$ cat config.mk
export PLATFORM = sky130hd
export DESIGN_NAME = ilie_group
export DESIGN_NICKNAME = d
export VERILOG_FILES = /design/src/hdl/ilie_pkg.sv /design/src/hdl/ilie_group.sv
export SDC_FILE = /design/constraint.sdc
export NUM_CORES = 1
export LEC_CHECK = 0
export ABC_AREA = 1
export BUFFER_PORTS_ARGS = -buffer_cell sky130_fd_sc_hd__buf_4
export CORE_AREA = 3 3 426 428
export CTS_CLUSTER_DIAMETER = 50
export DETAILED_ROUTE_END_ITERATION = 6
export DIE_AREA = 0 0 429 431
export GPL_ROUTABILITY_DRIVEN = 0
export SLEW_MARGIN = 20
export SYNTH_ARGS = -nofsm -noshare
export SYNTH_HDL_FRONTEND = slang
export SYNTH_SLANG_ARGS = --single-unit
$ cat constraint.sdc
create_clock -name clk -period 0.9 [get_ports clk]
set_input_delay 0.09 -clock clk [delete_from_list [all_inputs] [get_ports clk]]
set_output_delay 0.09 -clock clk [all_outputs]
set_load 0.05 [all_outputs]
$ cat src/hdl/ilie_pkg.sv
`timescale 1ns / 1ps
`default_nettype none
// ----------------------------------------------------------------------------
// ilie_pkg: shared types and constants of the indexed list
// Operation codes, status codes and the per-cell operation flags.
// ----------------------------------------------------------------------------
package ilie_pkg;

  localparam int DATA_W = 64;
  localparam int OP_W   = 3;
  localparam int POS_W  = 8;
  localparam int CNT_W  = 9;
  localparam int ST_W   = 2;

  localparam logic [OP_W-1:0] OP_APPEND    = 3'd0;
  localparam logic [OP_W-1:0] OP_INSERT    = 3'd1;
  localparam logic [OP_W-1:0] OP_ERASE     = 3'd2;
  localparam logic [OP_W-1:0] OP_OVERWRITE = 3'd3;
  localparam logic [OP_W-1:0] OP_READ      = 3'd4;
  localparam logic [OP_W-1:0] OP_CLEAR     = 3'd5;

  typedef enum logic [ST_W-1:0] {
    ST_DONE  = 2'd0,
    ST_FULL  = 2'd1,
    ST_RANGE = 2'd2
  } status_t;

  // Operations that passed their checks, broadcast to every cell.
  typedef struct packed {
    logic app;
    logic ins;
    logic ers;
    logic ovw;
    logic rd;
  } cell_ops_t;

endpackage : ilie_pkg
`default_nettype wire

$ cat src/hdl/ilie_group.sv
`timescale 1ns / 1ps
`default_nettype none
// ----------------------------------------------------------------------------
// ilie_group: read-out merge for a group of cells
// Registered OR of the masked read words of GW neighboring cells.
// ----------------------------------------------------------------------------
module ilie_group #(
  parameter int GW = 16
) (
  input  wire logic                                  clk,
  input  wire logic [GW-1:0][ilie_pkg::DATA_W-1:0]   words,
  output logic      [ilie_pkg::DATA_W-1:0]           merged
);
  import ilie_pkg::*;

  logic [DATA_W-1:0] merged_r;
  logic [DATA_W-1:0] merged_nxt;

  always_comb begin
    merged_nxt = '0;
    for (int k = 0; k < GW; k++) begin
      merged_nxt = merged_nxt | words[k];
    end
  end

  always_ff @(posedge clk) begin
    merged_r <= merged_nxt;
  end

  assign merged = merged_r;

endmodule : ilie_group
`default_nettype wire

# [After elaboration in Yosys (flattened, before gate mapping)]
# Cells that the tools add are included.
# Widths: inputs -> output; s select.
[classes] n_bitwise=15
[ops] cell="$or 64x64->64" count=15
[totals] output_inout_bits=64 register_bits=64 in_bits=1025

# [Logic depth before layout (Yosys ltp)]
[depth] word_depth=15 depth_mapped=4 depth_no_buf=4

# [Worst setup path after synthesis]
# OpenSTA, ideal clock, no wires.
[synth_path] path_kind="register to output" from="reg merged_r[0], in the netlist merged[0]" to="out merged[0] (netlist bit)" arrival_time_ns=0.587 path_buffers=0 slack_ns=0.223 stages_incl_launch_ff=1 required_time_ns=0.810 path_cell_list="dfxtp_1"
[synth_lines] element="start: declaration" line_no="ilie_group.sv:16" rtl="logic [DATA_W-1:0] merged_r;"
[synth_lines] element="start signal: assignment" line_no="ilie_group.sv:27" rtl="merged_r <= merged_nxt;"
[synth_lines] element="end: declaration" line_no="ilie_group.sv:12" rtl="output logic [ilie_pkg::DATA_W-1:0] merged"
# No word-level cell between the ends.

# [Worst setup path in the final report]
[layout_path] from="reg merged_r[61], in the netlist merged[61]" to="out merged[61] (netlist bit)"
# No word-level cell between the ends.

==> qor.csv <==
stage,metric,value,unit
layout,syn_to_final_growth,361,%
timing,grt_setup_unrepaired,true,
global_route,grt_pass1_vias,14600,
worst_hold_path,holdPathEnd,merged[62]$_DFF_P_,
detailed_routing,vias_per_cell,2.93,
global_route,antenna_found_initial,167,
setup_path,crit_path_cell_trace,buf_8,
detailed_routing,drt_wl_total,131,mm
cts,cts_buffer_depth,2,
pwr,clockPowerShare,0.321,
detailed_routing,dr.pass1.iters,7,
setup_path,crit_path_max_incr_delay,440,ps
worst_hold_path,holdCritPathClass,in -> reg,
worst_hold_path,hold_depth,5,
floorplan,die_area,185000,um2
detailed_routing,drc,3,
timing,period_share,1.27,
timing,period_minus_slack,1140,ps
layout,stdcell_count,5065,
layout,nNetsFinal,3651,
run_status,status,finished with violations,
timing,max_freq,0.877,GHz
floorplan,die_h,431,um
flow_run,drv_cap,0,
logic_synthesis,synth_area_per_cell,4.77,um2
logic_synthesis,synth-seq-cells,64,
pwr,p_switching,4.93,mW
cts,htree_levels,3,
global_route,track_usage,0.134,
setup_path,slowest_stage,dfxtp_4,
floorplan,die_width,429,um
setup_path,cp_top_family,flip-flops,
cts,clk_pin_slew,100,ps
pwr,ir_drop,0.000715,V
timing,tightest_slew,834,ps
timing,holdWs,-8.67,ps
global_route,overflow,0,
global_route,grt_max_degree,13,
floorplan,rows,155,
pwr,pwr-share-comb,0.488,
layout,fin_util,0.126,
setup_path,path_class,reg -> out,
pwr,p_sw_frac,0.335,
place,hpwl,115,mm
cts,post-cts-setup-buffer-count,0,
worst_hold_path,min_from,words[638],
timing,final_max_slew_viol_count,0,
timing,hold_violations,3,
cts,cts_made_buffers,9,
cts,cts_tree,done,
logic_synthesis,synth.distinct_cells,3,
cts,root_buffer,clkbuf_16,
place,placedCellCount,4502,
logic_synthesis,syn_area,4880,um2
pwr,cellLeakagePower,10.1,nW
setup_path,critical_path_required,810,ps
detailed_routing,drt_iter0_markers,1271,
pwr,power.density,654,nW/um2
setup_path,cp_num_buf_inv,1,
detailed_routing,vias,14800,
place,io_buffer_count,1088,
floorplan,ios,1089,
floorplan,core-area,178000,um2
layout,final_layout_size_suffix_gt1_frac,0.477,
timing,setup_ws,-240,ps
pwr,p_int,9.79,mW
timing,relSlewSlack,0.442,
setup_path,worst-path-max-fanout,1,
setup_path,start_kind,register,
cts,cts.sinks,64,
cts,hold_buffers,469,
pwr,pwr-share-seq,0.191,
logic_synthesis,yosys_warnings,0,
floorplan,start_util,0.0274,
timing,setup_violations,78,
layout,largest_register_ffs,64,
run_status,failed_checks,"DRC, hold timing, setup timing",
logic_synthesis,ys_seq_area_frac,0.262,
detailed_routing,wl_per_cell,25.8,um
setup_path,crit_path_end_kind,output pin,
global_route,grt_pass1_wl,156,mm
setup_path,crit_arrival,1050,ps
logic_synthesis,synthCells,1024,
detailed_routing,ant_nets,0,
logic_synthesis,syn_nets,2049,
layout,fillCellCount,20300,
worst max-delay path by stage:
stage	startpoint	to	depth (start not counted)
2_1_floorplan	merged[0]$_DFF_P_	merged[0]	0
3_3_place_gp	words[445]	merged[61]$_DFF_P_	5
3_5_place_dp	words[445]	merged[61]$_DFF_P_	5
4_1_cts	merged[61]$_DFF_P_	merged[61]	1
5_1_grt	merged[61]$_DFF_P_	merged[61]	1
6_report	merged[61]$_DFF_P_	merged[61]	1
routing by layer:
metal / track usage / wire length, um
met1: 0.136 / 42700
met2: 0.232 / 63700
met3: 0.0531 / 14400
met4: 0.0841 / 9270
met5: 0 / 649
power groups by stage:
stage	sequential (mW)	clock [mW]	combinational [mW]
after floorplan	2.90	0	0.646
after global placement	2.90	0	4.89
after detailed placement	2.90	0	4.94
after CTS	2.81	5.15	7.02
after global routing	2.80	5.08	7.59
final	2.81	4.73	7.19
timing repair:
action	in CTS	in global routing
pin swaps	0	12
endpoints found under the setup margin	74	111
resized for setup	233	120
hold endpoints to repair	62	5
stage by stage:
stage	setup TNS [ps]	setup slack (ps)	instance area [um2]	total power [mW]
floorplan	0	223	4880	3.54
global placement	-18530	-1080	16300	7.78
detailed placement	-18260	-1060	16300	7.84
CTS	-12440	-380	22000	15.0
global route	-10360	-338	22400	15.5
finish	-7200	-240	22500	14.7
final cells by class:
| type | count | area, um2 | area share |
|---|---|---|---|
| Timing Repair Buffer | 1591 | 13900 | 0.616 |
| Clock buffer | 9 | 225 | 0.0100 |
| Multi-Input combinational cell | 960 | 3800 | 0.169 |
| Tap cell | 2355 | 2950 | 0.131 |
| Sequential cell | 64 | 1380 | 0.0612 |
| Clock inverter | 7 | 95.1 | 0.00422 |
| Antenna cell | 79 | 198 | 0.00878 |
synth_stat cells:
cell	n	share of area
dfxtp_1	64	0.26
nand2_1	320	0.25
nor2_1	640	0.49
cell usage in the layout (no fill, tap or decap), types with 7 or more instances in the layout:
cell type / n
nor2_2: 39
diode_2: 79
buf_4: 1058
buf_8: 42
buf_12: 22
nand2_1: 318
dfxtp_4: 7
dlygate4sd3_1: 400
nor2_1: 589
dfxtp_2: 57
clkbuf_16: 9
dlymetal6s4s_1: 69
nor2_4: 12
logic make-up after synthesis:
group            count (synthesis)  synth area share
flip-flops                      64             0.262
AND/OR/NAND/NOR                960             0.738
Note: power is estimated with default switching activity, not from simulation.
