--- src/hdl/ilie_pkg.sv ---
`timescale 1ns / 1ps
`default_nettype none
// ----------------------------------------------------------------------------
// ilie_pkg: shared types and constants of the indexed list
// Operation codes, status codes and the per-cell operation flags.
// ----------------------------------------------------------------------------
package ilie_pkg;

  localparam int DATA_W = 64;
  localparam int OP_W   = 3;
  localparam int POS_W  = 8;
  localparam int CNT_W  = 9;
  localparam int ST_W   = 2;

  localparam logic [OP_W-1:0] OP_APPEND    = 3'd0;
  localparam logic [OP_W-1:0] OP_INSERT    = 3'd1;
  localparam logic [OP_W-1:0] OP_ERASE     = 3'd2;
  localparam logic [OP_W-1:0] OP_OVERWRITE = 3'd3;
  localparam logic [OP_W-1:0] OP_READ      = 3'd4;
  localparam logic [OP_W-1:0] OP_CLEAR     = 3'd5;

  typedef enum logic [ST_W-1:0] {
    ST_DONE  = 2'd0,
    ST_FULL  = 2'd1,
    ST_RANGE = 2'd2
  } status_t;

  // Operations that passed their checks, broadcast to every cell.
  typedef struct packed {
    logic app;
    logic ins;
    logic ers;
    logic ovw;
    logic rd;
  } cell_ops_t;

endpackage : ilie_pkg
`default_nettype wire

--- src/hdl/ilie_cell.sv ---
`timescale 1ns / 1ps
`default_nettype none
// ----------------------------------------------------------------------------
// ilie_cell: one list entry
// Holds one word; loads the new word, takes its left or right neighbor on
// insert or erase, and offers its word when it is the one being read.
// ----------------------------------------------------------------------------
module ilie_cell #(
  parameter int CW  = 9,
  parameter int IDX = 0
) (
  input  wire logic                       clk,
  input  wire ilie_pkg::cell_ops_t        ops,
  input  wire logic [CW-1:0]              pos,
  input  wire logic [CW-1:0]              cnt,
  input  wire logic [ilie_pkg::DATA_W-1:0] wr_data,
  input  wire logic [ilie_pkg::DATA_W-1:0] left_data,
  input  wire logic [ilie_pkg::DATA_W-1:0] right_data,
  output logic      [ilie_pkg::DATA_W-1:0] data,
  output logic      [ilie_pkg::DATA_W-1:0] rd_data
);
  import ilie_pkg::*;

  localparam logic [CW-1:0] MY_IDX  = CW'(IDX);
  localparam logic [CW-1:0] NXT_IDX = CW'(IDX + 1);

  logic [DATA_W-1:0] data_r;
  logic [DATA_W-1:0] data_nxt;
  logic              at_pos;

  assign at_pos = (pos == MY_IDX);

  always_comb begin
    data_nxt = data_r;
    priority if (ops.app && cnt == MY_IDX) begin
      data_nxt = wr_data;
    end else if (ops.ins && at_pos) begin
      data_nxt = wr_data;
    end else if (ops.ins && MY_IDX > pos && MY_IDX <= cnt) begin
      data_nxt = left_data;
    end else if (ops.ers && MY_IDX >= pos && NXT_IDX < cnt) begin
      data_nxt = right_data;
    end else if (ops.ovw && at_pos) begin
      data_nxt = wr_data;
    end else begin
      data_nxt = data_r;
    end
  end

  always_ff @(posedge clk) begin
    data_r <= data_nxt;
  end

  assign data    = data_r;
  assign rd_data = (ops.rd && at_pos) ? data_r : '0;

endmodule : ilie_cell
`default_nettype wire

--- config.mk ---
export PLATFORM = sky130hd
export DESIGN_NAME = ilie_cell
export DESIGN_NICKNAME = d
export VERILOG_FILES = /design/src/hdl/ilie_pkg.sv /design/src/hdl/ilie_cell.sv
export SDC_FILE = /design/constraint.sdc
export NUM_CORES = 1
export LEC_CHECK = 0
export ABC_AREA = 1
export BUFFER_PORTS_ARGS = -buffer_cell sky130_fd_sc_hd__buf_2
export CORE_AREA = 2 2 134 136
export CTS_BUF_LIST = sky130_fd_sc_hd__clkbuf_8
export CTS_CLUSTER_SIZE = 40
export DETAILED_ROUTE_END_ITERATION = 10
export DIE_AREA = 0 0 136 138
export PLACE_DENSITY = 0.63
export SETUP_SLACK_MARGIN = 0.2
export SYNTH_ARGS = -nofsm -noshare
export SYNTH_HDL_FRONTEND = slang
export SYNTH_SLANG_ARGS = --single-unit
export TNS_END_PERCENT = 10
--- constraint.sdc ---
create_clock -name clk -period 3.1 [get_ports clk]
set_clock_uncertainty 0.05 [all_clocks]
set_input_delay 0.31 -clock clk [delete_from_list [all_inputs] [get_ports clk]]
set_output_delay 0.31 -clock clk [all_outputs]
set_load 0.03 [all_outputs]
Word level (Yosys, flattened, before mapping)
Cells that the tools add are included.

Order comparisons: 4. Reduce and logical (&&, ||, !) cells: 11. Mux-type cells: 6.

Operators by type and width (number): 64-bit 2-to-1 mux (6); 9-bit zero test (2); 1-bit by 9-bit greater-or-equal comparator with 1-bit output (first input constant) (1); 1-bit by 9-bit > comparator with 1-bit output (first input constant) (1); 1-bit by 9-bit less-or-equal comparator with 1-bit output (first input constant) (1); 1-bit by 9-bit < comparator with 1-bit output (first input constant) (1); 1-bit logical AND (8); 5-bit nonzero test (1).

Output and inout bits: 128. Word-level logic and storage cells: 22. Bits of input ports: 216. Bits in registers: 64.

Logic depth before layout (Yosys ltp)
Gate-level depths: netlist (run 1).

Word-level depth: 7. Depth in mapped cells: 9. Depth with buffers taken out: 8.

Least setup slack after synthesis (run 1)
OpenSTA, ideal clock, no wires.

Kind: input to register. Start: in cnt[1]. End: reg data_r[0], in the netlist data[0], enable pin. Library setup time: 852 ps. Setup slack: -41 ps. Cell stages on the path: 6. Buffers on the path: 0. Data required time: 2198 ps. Data arrival time: 2239 ps. Path through: nor2_1 -> nand2_1 -> nor2_2 -> nor2_1 -> o21ai_0 -> nand3_1.

Cells in the longest elaborated chain, start to end: 3. Elaborated cells on any way between the ends: 7. Those cells by class: 2 x order compare; 5 x reduce/logical.

RTL lines: start: declaration (line ilie_cell.sv:15) `input wire logic [CW-1:0] cnt,`; 1-bit by 9-bit less-or-equal comparator with 1-bit output, or another cell as far along (line ilie_cell.sv:39) `end else if (ops.ins && MY_IDX > pos && MY_IDX <= cnt) begin`; 1-bit logical AND, on equally long branches (line ilie_cell.sv:39, ilie_cell.sv:35, ilie_cell.sv:41); 5-bit nonzero test (no line) *; end signal: assignment (line ilie_cell.sv:51) `data_r <= data_nxt;`; end: declaration (line ilie_cell.sv:27) `logic [DATA_W-1:0] data_r;`.

Every way passes the cells marked *; elsewhere a longest branch is shown, timed or not. A chain may end at the register's enable or synchronous reset.

Final worst setup path (run 1)
Start: in pos[3]. End: out rd_data[53] in the netlist's numbering.

Cells in the longest elaborated chain, start to end: 3.

RTL lines: start: declaration (line ilie_cell.sv:14) `input wire logic [CW-1:0] pos,`; 9-bit zero test (line ilie_cell.sv:31) `assign at_pos = (pos == MY_IDX);`; 1-bit logical AND (line ilie_cell.sv:55) `assign rd_data = (ops.rd && at_pos) ? data_r : '0;`; 64-bit 2-to-1 mux (line ilie_cell.sv:55); end: declaration (line ilie_cell.sv:20) `output logic [ilie_pkg::DATA_W-1:0] rd_data`.

Every way passes these cells.

==> results of run 1 <==
## stage by stage
step | instance area [µm²] | setup WS, ns | instances | power (mW) | hold WS [ns]
2_1_floorplan | 4010 | 0.738 | 508 | 1.05 | 0.440
3_3_place_gp | 5590 | 0.783 | 998 | 1.15 | 0.532
3_5_place_dp | 5590 | 0.752 | 998 | 1.16 | 0.533
4_1_cts | 5770 | 0.749 | 1014 | 1.85 | 0.141
5_1_grt | 5770 | 0.589 | 1014 | 1.92 | 0.152
6_report | 5770 | 0.807 | 1015 | 1.83 | 0.168
## worst max-delay path: stages
cell and delay, ns:
buf_2 0.09, nor2_1 0.14, nand3_1 0.13, nor2_4 0.17, nand2_2 0.31, buf_4 0.38, nor2_1 0.14, buf_2 0.22
## synth_stat cells
cell type / instances / share of area, %
nor2_1: 74 / 6.9
nor2_2: 1 / 0.16
nand2_2: 11 / 1.7
buf_6: 11 / 3.1
o21bai_1: 64 / 12
inv_1: 135 / 13
nor2_4: 1 / 0.28
nand2_1: 124 / 12
nor2_8: 1 / 0.50
edfxtp_1: 64 / 48
clkbuf_1: 6 / 0.56
buf_4: 3 / 0.56
o21ai_0: 1 / 0.12
buf_2: 6 / 0.75
nand3_1: 5 / 0.62
nand3_4: 1 / 0.44
## metal layers
layer	up-vias	part of all wire [%]
met5	-	0.057
met4	2	2.0
met3	16	6.4
met2	137	52
met1	1759	40
li1	2049	-
## cells by family after synthesis
family	after synthesis
simple gates	218
compound gates	65
buf+inv	161
flops	64
## final timing paths
kind,to,slack (ns)
min,data[52],0.17
max,rd_data[53],0.81
## where the power goes
part	internal (mW)	total, mW	switching, mW	leakage (nW)
Sequential	0.955	0.957	0.00179	0.575
Combinational	0.108	0.181	0.0730	2.60
Clock	0.357	0.688	0.331	0.100
Total	1.42	1.83	0.406	3.28
## cell type report
type,count,share of cell area [%]
sequential,64,33.3
timing repair buffer,287,25.7
multi-input combinational,283,24.1
inverter,135,8.78
tap,229,4.97
clock buffer,9,2.15
clock inverter,7,0.954
antenna,1,0.0434
==> flow_metrics.py, run 1 <==
metrics = {
    "outcome": {
        "status": "finished clean",
    },
    "placed_design": {
        "io_buffers": 279,
        "dpl.hpwl_um": 9350,
        "gp_congestion": 0.787,
    },
    "floorplan": {
        "fp.dieW_um": 136,
        "core_um2": 17500,
        "die_y_um": 138,
        "dieArea_um2": 18800,
        "start_util_pct": 22.8,
        "rows": 49,
        "io-pin-count": 344,
    },
    "timing": {
        "setup_viol_count_final": 0,
        "period_needed_ns": 2.29,
        "min_period_over_period_pct": 74.0,
        "slew_headroom_pct": 67.9,
        "worstMarginPinSlew_ns": 0.480,
        "rsz0062_at_grt": "false",
        "setup_tns_ns": 0,
        "fmax_ghz": 0.436,
        "drv_slew": 0,
        "hold_violations": 0,
    },
    "layout": {
        "layout_common_cells": "buf_2 (279), inv_1 (137), nand2_1 (123)",
        "syn2layout_area_growth_pct": 44.1,
        "nets": 996,
        "drive_above_1_share_pct": 40.3,
        "fillers": 1929,
        "multi_input_area_um2": 1390,
        "largest_reg_flops": 64,
        "ff_latch_area_um2": 1920,
        "final_util_pct": 32.9,
        "final_common_cell": "buf_2",
    },
    "setup_path": {
        "end_kind": "output port",
        "critPathLaunchType": "input port",
        "crit_fanout": 40,
        "critical_path.startpoint": "pos[3]",
        "worstSetupPathType": "in2out",
        "crit_required_ns": 2.74,
        "critical_path_arrival_ns": 1.93,
    },
    "global_route": {
        "grt_usage_pct": 13.1,
        "grt.overflow.total": 0,
        "grt_util_met3_pct": 3.15,
        "grt_pass1_vias": 3809,
        "antenna_found_initial": 2,
        "grt_pass1_wl_um": 18700,
        "top_usage_layer": "met2",
        "grt_max_degree": 56,
        "gr-usage-met1_pct": 14.6,
        "gr-usage-met2_pct": 23.6,
    },
    "routing": {
        "totalWireLength_um": 12200,
        "drc_errors": 0,
        "drt-initial-drc-count": 177,
        "wire_per_inst_um": 12.0,
        "post_drt_via_cell_ratio": 3.90,
        "antenna_left": 0,
        "vias": 3963,
        "drt_pass1_iterations": 5,
    },
    "clocking": {
        "tritoncts": "yes",
        "clockBufferDepth": 2,
        "clockRootBuffer": "clkbuf_8",
        "cts.sinks": 64,
        "cts_setup_buffers": 0,
        "cts-buffers-inserted": 9,
        "h-tree-depth": 3,
        "ctsHoldBuffers": 0,
        "cts.clk_slew.worst_paths_ns": 0.07,
        "cts_resized": 0,
    },
    "synthesis": {
        "synthSimpleGateAreaFrac_pct": 22.3,
        "netlist_area_um2": 4010,
        "ys_types": 16,
        "synth_compound_area_share_pct": 12.1,
        "synth-xor-area-share_pct": 0,
        "avgSynthCellArea_um2": 7.88,
        "ys_ff_latch": 64,
        "synth-adder-area-share_pct": 0,
        "ys_seq_area_share_pct": 48.0,
        "synthMuxAreaShare_pct": 0,
        "syn_nets": 724,
        "syn_inst": 508,
        "synth_warnings": 0,
        "synth_top_family_by_area": "simple AND/OR/NAND/NOR gates",
    },
    "power": {
        "ir_drop_v": 0.000145,
        "cellLeakagePower_nw": 3.28,
        "cellPowerDensity_nw_per_um2": 316,
    },
    "worst_hold_path": {
        "hold_depth": 3,
        "hold_start": "right_data[52]",
        "hp-class": "in2reg",
    },
    "job": {
        "maxCapViolations": 0,
    },
}
Note: power is estimated with default switching activity, not from simulation.
==> inputs of run 2 (changes only) <==
==> constraint.sdc (replaced) <==
create_clock -name clk -period 2.09 [get_ports clk]
set_clock_uncertainty 0.05 [all_clocks]
set_input_delay 0.209 -clock clk [delete_from_list [all_inputs] [get_ports clk]]
set_output_delay 0.209 -clock clk [all_outputs]
set_load 0.03 [all_outputs]
==> run 2 against run 1 <==
  * Count of clock-buffer cells in the layout unchanged
  * Non-clock buffer count increased by 3
  * Cell count about the same
  * Design area increased by 0.54%
  * Global-route usage decreased by 0.098 points
  * Worst hold slack got worse by 0.096 ns
  * Power increased by 41%
  * Via count decreased by 0.81%
  * Die area unchanged
  * First-iteration DRC count decreased by 8.5%
  * Core utilization increased by 0.18 points
==> flow_metrics.py, run 2 (synthesis gave the netlist of run 1 again) <==
metrics = {
    "global_route": {
        "grt_pass1_vias": 3809,
        "grt.overflow.total": 0,
        "grt_usage_pct": 13.0,
        "grt_pass1_wl_um": 18900,
        "grt_max_degree": 51,
        "antenna_found_initial": 0,
    },
    "power": {
        "clkPwrFrac_pct": 34.5,
        "ir_drop_v": 0.000216,
        "cellPowerDensity_nw_per_um2": 444,
        "finalPower_mw": 2.58,
        "pwr-share-seq_pct": 55.1,
        "cellLeakagePower_nw": 3.28,
        "p_sw_mw": 0.593,
        "switching_share_pct": 23.0,
        "comb_power_share_pct": 10.4,
        "p_int_mw": 1.98,
    },
    "setup_path": {
        "critical_path_arrival_ns": 1.46,
        "path_buf_inv": 3,
        "cpMaxStageDelayCell": "buf_4",
        "critPathMaxStageDelay_ns": 0.25,
        "critPathLaunchType": "input port",
        "crit_fanout": 32,
        "worstSetupPathType": "in2out",
        "path_cells": "buf_2 > nor2_1 > nand3_1 > nor2_4 > nand2_2 > buf_4 > nor2_1 > buf_2",
        "crit_family": "simple AND/OR/NAND/NOR gates",
        "crit_required_ns": 1.83,
        "end_kind": "output port",
        "critical_path.startpoint": "pos[3]",
    },
    "placed_design": {
        "io_buffers": 279,
        "dpl.hpwl_um": 9070,
        "gp_congestion": 0.740,
        "place_ws_ns": 0.212,
        "dp.cells": 1001,
    },
    "layout": {
        "largest_reg_flops": 64,
        "layout_common_cells": "buf_2 (279), inv_1 (136), nand2_1 (123)",
        "syn2layout_area_growth_pct": 44.9,
        "nets": 999,
        "diodes": 0,
        "final_common_cell": "buf_2",
        "final_cells": 1016,
        "drive_above_1_share_pct": 40.5,
    },
    "floorplan": {
        "fp.dieW_um": 136,
        "rows": 49,
        "core_um2": 17500,
        "die_y_um": 138,
        "io-pin-count": 344,
        "dieArea_um2": 18800,
        "start_util_pct": 22.8,
    },
    "timing": {
        "setup_tns_ns": 0,
        "min_period_over_period_pct": 82.0,
        "rsz0062_at_grt": "false",
        "setup_viol_count_final": 0,
        "layout_setup_ws_ns": 0.376,
        "drv_slew": 0,
        "worstMarginPinSlew_ns": 0.355,
        "hold_violations": 0,
        "slew_headroom_pct": 76.3,
        "fmax_ghz": 0.583,
        "period_needed_ns": 1.71,
    },
    "routing": {
        "drc_errors": 0,
        "antenna_left": 0,
        "post_drt_via_cell_ratio": 3.87,
        "wire_per_inst_um": 11.9,
        "vias": 3931,
        "drt-initial-drc-count": 162,
        "totalWireLength_um": 12100,
        "drt_pass1_iterations": 4,
    },
    "clocking": {
        "ctsHoldBuffers": 0,
        "cts_resized": 0,
        "cts_setup_buffers": 0,
        "cts.sinks": 64,
        "h-tree-depth": 3,
        "cts.clk_slew.worst_paths_ns": 0.08,
        "cts-buffers-inserted": 9,
        "clockRootBuffer": "clkbuf_8",
        "clockBufferDepth": 2,
        "tritoncts": "yes",
    },
    "job": {
        "maxCapViolations": 0,
    },
    "worst_hold_path": {
        "hold_depth": 3,
        "whs_endpoint": "data[48]",
        "hold_start": "right_data[48]",
        "hp-class": "in2reg",
    },
    "outcome": {
        "status": "finished clean",
    },
}
-- run 2: routing by layer --
layer	vias up	wire length, µm	track usage [%]
met5	-	0	0
met4	0	251	5.37
met3	17	822	3.15
met2	165	6260	23.9
met1	1697	4770	14.1
li1	2052	-	-
-- run 2: worst max-delay path by stage --
stage,cells past startpoint,endpoint
floorplan,6,data[0]
global placement,8,data[4]
detailed placement,8,data[4]
CTS,8,rd_data[10]
global route,8,rd_data[60]
finish,8,rd_data[10]
-- run 2: cell type report --
class / instances / area [µm²]
timing repair buffer: 290 / 1540
sequential: 64 / 1920
multi-input combinational: 283 / 1390
tap: 229 / 287
fill: 1885 / 11700
clock inverter: 6 / 28.8
clock buffer: 9 / 124
inverter: 135 / 507
-- run 2: per-stage QoR --
| step | util [%] | cell area (µm²) | hold slack (ns) |
|---|---|---|---|
| 2_1_floorplan | - | 4020 | 0.339 |
| 3_3_place_gp | 32.2 | 5650 | 0.429 |
| 3_5_place_dp | 32.2 | 5650 | 0.434 |
| 4_1_cts | 33.1 | 5800 | 0.0403 |
| 5_1_grt | 33.1 | 5800 | 0.0578 |
| 6_report | 33.1 | 5800 | 0.0720 |
-- run 2: power by group through the flow --
stage	combinational [mW]	sequential (mW)	clock (mW)
4_1_cts	0.272	1.42	0.951
2_1_floorplan	0.101	1.46	0
3_3_place_gp	0.264	1.45	0
3_5_place_dp	0.272	1.45	0
5_1_grt	0.306	1.42	0.994
6_report	0.268	1.42	0.889
==> inputs of run 3 (changes only) <==
--- a/config.mk
+++ b/config.mk
@@ -5,14 +5,14 @@
 export SDC_FILE = /design/constraint.sdc
 export NUM_CORES = 1
 export LEC_CHECK = 0
-export ABC_AREA = 1
+export ABC_AREA = 0
 export BUFFER_PORTS_ARGS = -buffer_cell sky130_fd_sc_hd__buf_2
-export CORE_AREA = 2 2 134 136
+export CORE_AREA = 2 2 133 135
 export CTS_BUF_LIST = sky130_fd_sc_hd__clkbuf_8
 export CTS_CLUSTER_SIZE = 40
 export DETAILED_ROUTE_END_ITERATION = 10
-export DIE_AREA = 0 0 136 138
-export PLACE_DENSITY = 0.63
+export DIE_AREA = 0 0 135 137
+export PLACE_DENSITY = 0.61
 export SETUP_SLACK_MARGIN = 0.2
 export SYNTH_ARGS = -nofsm -noshare
 export SYNTH_HDL_FRONTEND = slang
==> constraint.sdc (replaced) <==
create_clock -name clk -period 1.5 [get_ports clk]
set_clock_uncertainty 0.05 [all_clocks]
set_input_delay 0.15 -clock clk [delete_from_list [all_inputs] [get_ports clk]]
set_output_delay 0.15 -clock clk [all_outputs]
set_load 0.03 [all_outputs]
==> run 3 against run 2 <==
  * Combinational power rose by 51%
  * Worst hold slack got worse by 0.035 ns
  * Flip-flop and latch count did not move
  * Largest power group unchanged
  * Count of clock-buffer cells in the layout did not move
  * The run now ends with negative setup slack left
  * Sequential power rose by 39%
  * Setup slack got worse by 0.57 ns
  * Sequential share of layout area fell by 0.87 points
==> flow_metrics.py, run 3 <==
metrics = {
    "synthesis": {
        "ys_seq_area_share_pct": 54.8,
        "synth_common_cells": "and2_1 (64), edfxtp_1 (64), mux2_4 (60)",
        "synthArstFlopShare_pct": 0,
        "synth_top_flop_cell": "edfxtp_1",
        "syn_nets": 435,
        "syn_inst": 219,
        "ys_types": 17,
        "avgSynthCellArea_um2": 16.0,
        "synth_top_family_by_area": "multiplexers",
        "synth-edff-count": 64,
        "synth-xor-area-share_pct": 0,
        "synth_area_leader_cell": "edfxtp_1",
        "synth-adder-area-share_pct": 0,
        "synth_top_area_share_pct": 54.8,
        "synthMuxAreaShare_pct": 27.0,
        "synth_warnings": 0,
        "synth_compound_area_share_pct": 0.642,
        "synthSimpleGateAreaFrac_pct": 13.0,
        "netlist_area_um2": 3510,
        "synth_area_leaders": "edfxtp_1 (55%), mux2_4 (26%), and2_1 (11%)",
        "ys_ff_latch": 64,
    },
    "setup_path": {
        "worstSetupPathType": "in2reg",
        "path_cells": "buf_6 > or4_4 > o21ai_2 > or3_4 > buf_12 > mux2_2",
        "critPathMaxStageDelay_ns": 0.53,
        "crit_required_ns": 1.55,
        "crit_fanout": 25,
        "critPathLaunchType": "input port",
        "critical_path_arrival_ns": 1.74,
        "end_kind": "flip-flop",
        "cpMaxStageDelayCell": "or4_4",
    },
    "outcome": {
        "status": "finished with violations",
        "violations": "negative setup slack",
    },
    "timing": {
        "min_period_over_period_pct": 113,
        "slew_headroom_pct": 77.0,
        "worstMarginPinSlew_ns": 0.344,
        "setup_viol_count_final": 192,
        "rsz0062_at_grt": "true",
        "layout_setup_ws_ns": -0.194,
        "drv_slew": 0,
        "fmax_ghz": 0.590,
        "hold_violations": 0,
        "period_needed_ns": 1.69,
    },
    "job": {
        "maxCapViolations": 0,
    },
    "layout": {
        "stdcell_area_um2": 5960,
        "largest_reg_flops": 64,
        "layout_common_cells": "buf_2 (229), and2_1 (64), edfxtp_1 (64)",
        "fillers": 1632,
        "drive_above_1_share_pct": 72.3,
        "syn2layout_area_growth_pct": 69.9,
        "final_common_cell": "buf_2",
        "nets": 745,
    },
    "global_route": {
        "grt_max_degree": 43,
        "grt_pass1_wl_um": 15600,
        "grt_usage_pct": 11.6,
        "gr-usage-met2_pct": 21.9,
        "grt_util_met3_pct": 3.44,
        "top_usage_layer": "met2",
        "gr-usage-met1_pct": 11.8,
        "grt.overflow.total": 0,
        "grt_pass1_vias": 2992,
        "antenna_found_initial": 1,
    },
    "worst_hold_path": {
        "hp-class": "in2reg",
    },
    "placed_design": {
        "place_area_um2": 5270,
        "io_buffers": 279,
        "place_ws_ns": -0.613,
        "gp_congestion": 0.789,
        "dpl.hpwl_um": 8780,
    },
    "routing": {
        "antenna_left": 0,
        "post_drt_via_cell_ratio": 3.90,
        "drt-initial-drc-count": 66,
        "vias": 2966,
        "drt_pass1_iterations": 4,
        "wire_per_inst_um": 14.6,
        "totalWireLength_um": 11100,
        "drc_errors": 0,
    },
    "power": {
        "ir_drop_v": 0.000323,
        "cellLeakagePower_nw": 2.95,
        "cellPowerDensity_nw_per_um2": 679,
    },
    "floorplan": {
        "core_um2": 17100,
        "io-pin-count": 344,
        "fp.dieW_um": 135,
        "rows": 48,
        "die_y_um": 137,
        "dieArea_um2": 18500,
        "start_util_pct": 20.6,
    },
    "clocking": {
        "cts.sinks": 64,
        "tritoncts": "yes",
        "clockBufferDepth": 2,
        "h-tree-depth": 3,
        "cts.clk_slew.worst_paths_ns": 0.08,
        "cts-buffers-inserted": 9,
        "cts_setup_buffers": 0,
        "clockRootBuffer": "clkbuf_8",
    },
}
## run 3: timing repair
action                                  4_1_cts  5_1_grt
endpoints found under the hold margin         9        0
hold buffers                                 14        0
gates resized for setup                      91       12
endpoints found under the setup margin      194      194
pin swaps                                     2        1
## run 3: final timing paths
path / from / endpoint / cells past startpoint
max: cnt[7] / data[1] / 6
min: wr_data[39] / data[39] / 2
## run 3: final cells by class
class                      count  area (µm²)  share of cell area, %
timing repair buffer         312        2050                   34.4
sequential                    64        1920                   32.3
multi-input combinational    140        1470                   24.7
tap                          225         282                   4.72
clock buffer                   9         124                   2.08
clock inverter                 7        96.3                   1.62
inverter                       2        7.51                  0.126
antenna                        1        2.50                 0.0420
## run 3: kinds of logic (layout without fill, tap and decap cells)
group / after synthesis / count (layout)
simple gates: 73 / 73
mux: 64 / 64
flops: 64 / 64
buf+inv: 15 / 330
compound gates: 3 / 3
other cells: 0 / 1
## run 3: critical path: cells and delay by family
| family | cells | cell delay (ns) |
|---|---|---|
| AOI/OAI and AO/OA | 1 | 0.16 |
| buffers and inverters | 2 | 0.31 |
| muxes | 1 | 0.36 |
| and+or+nand+nor | 2 | 0.72 |
## run 3: metrics by stage
step           utilization [%]  TNS, ns  cells  hold WS [ns]  power, mW
2_1_floorplan                -  -153.83    219         0.317       2.16
3_3_place_gp              30.9   -79.17    729         0.400       2.37
3_5_place_dp              30.9   -80.89    729         0.404       2.39
4_1_cts                   34.7   -20.77    759      0.000750       4.15
5_1_grt                   34.9   -31.79    759       0.00552       4.25
6_report                  34.9   -22.86    760        0.0370       4.05
## run 3: report_power, final
group | internal (mW) | total [mW] | switching, mW | leakage, nW
logic | 0.289 | 0.406 | 0.116 | 2.26
clock network | 0.937 | 1.67 | 0.731 | 0.113
registers | 1.97 | 1.97 | 0.00296 | 0.575
total | 3.20 | 4.05 | 0.851 | 2.95
## run 3: metal layers
metal | vias up | wire length, µm
li1 | 1412 | -
met1 | 1350 | 4020
met2 | 191 | 5900
met3 | 13 | 973
met4 | 0 | 189
met5 | - | 0
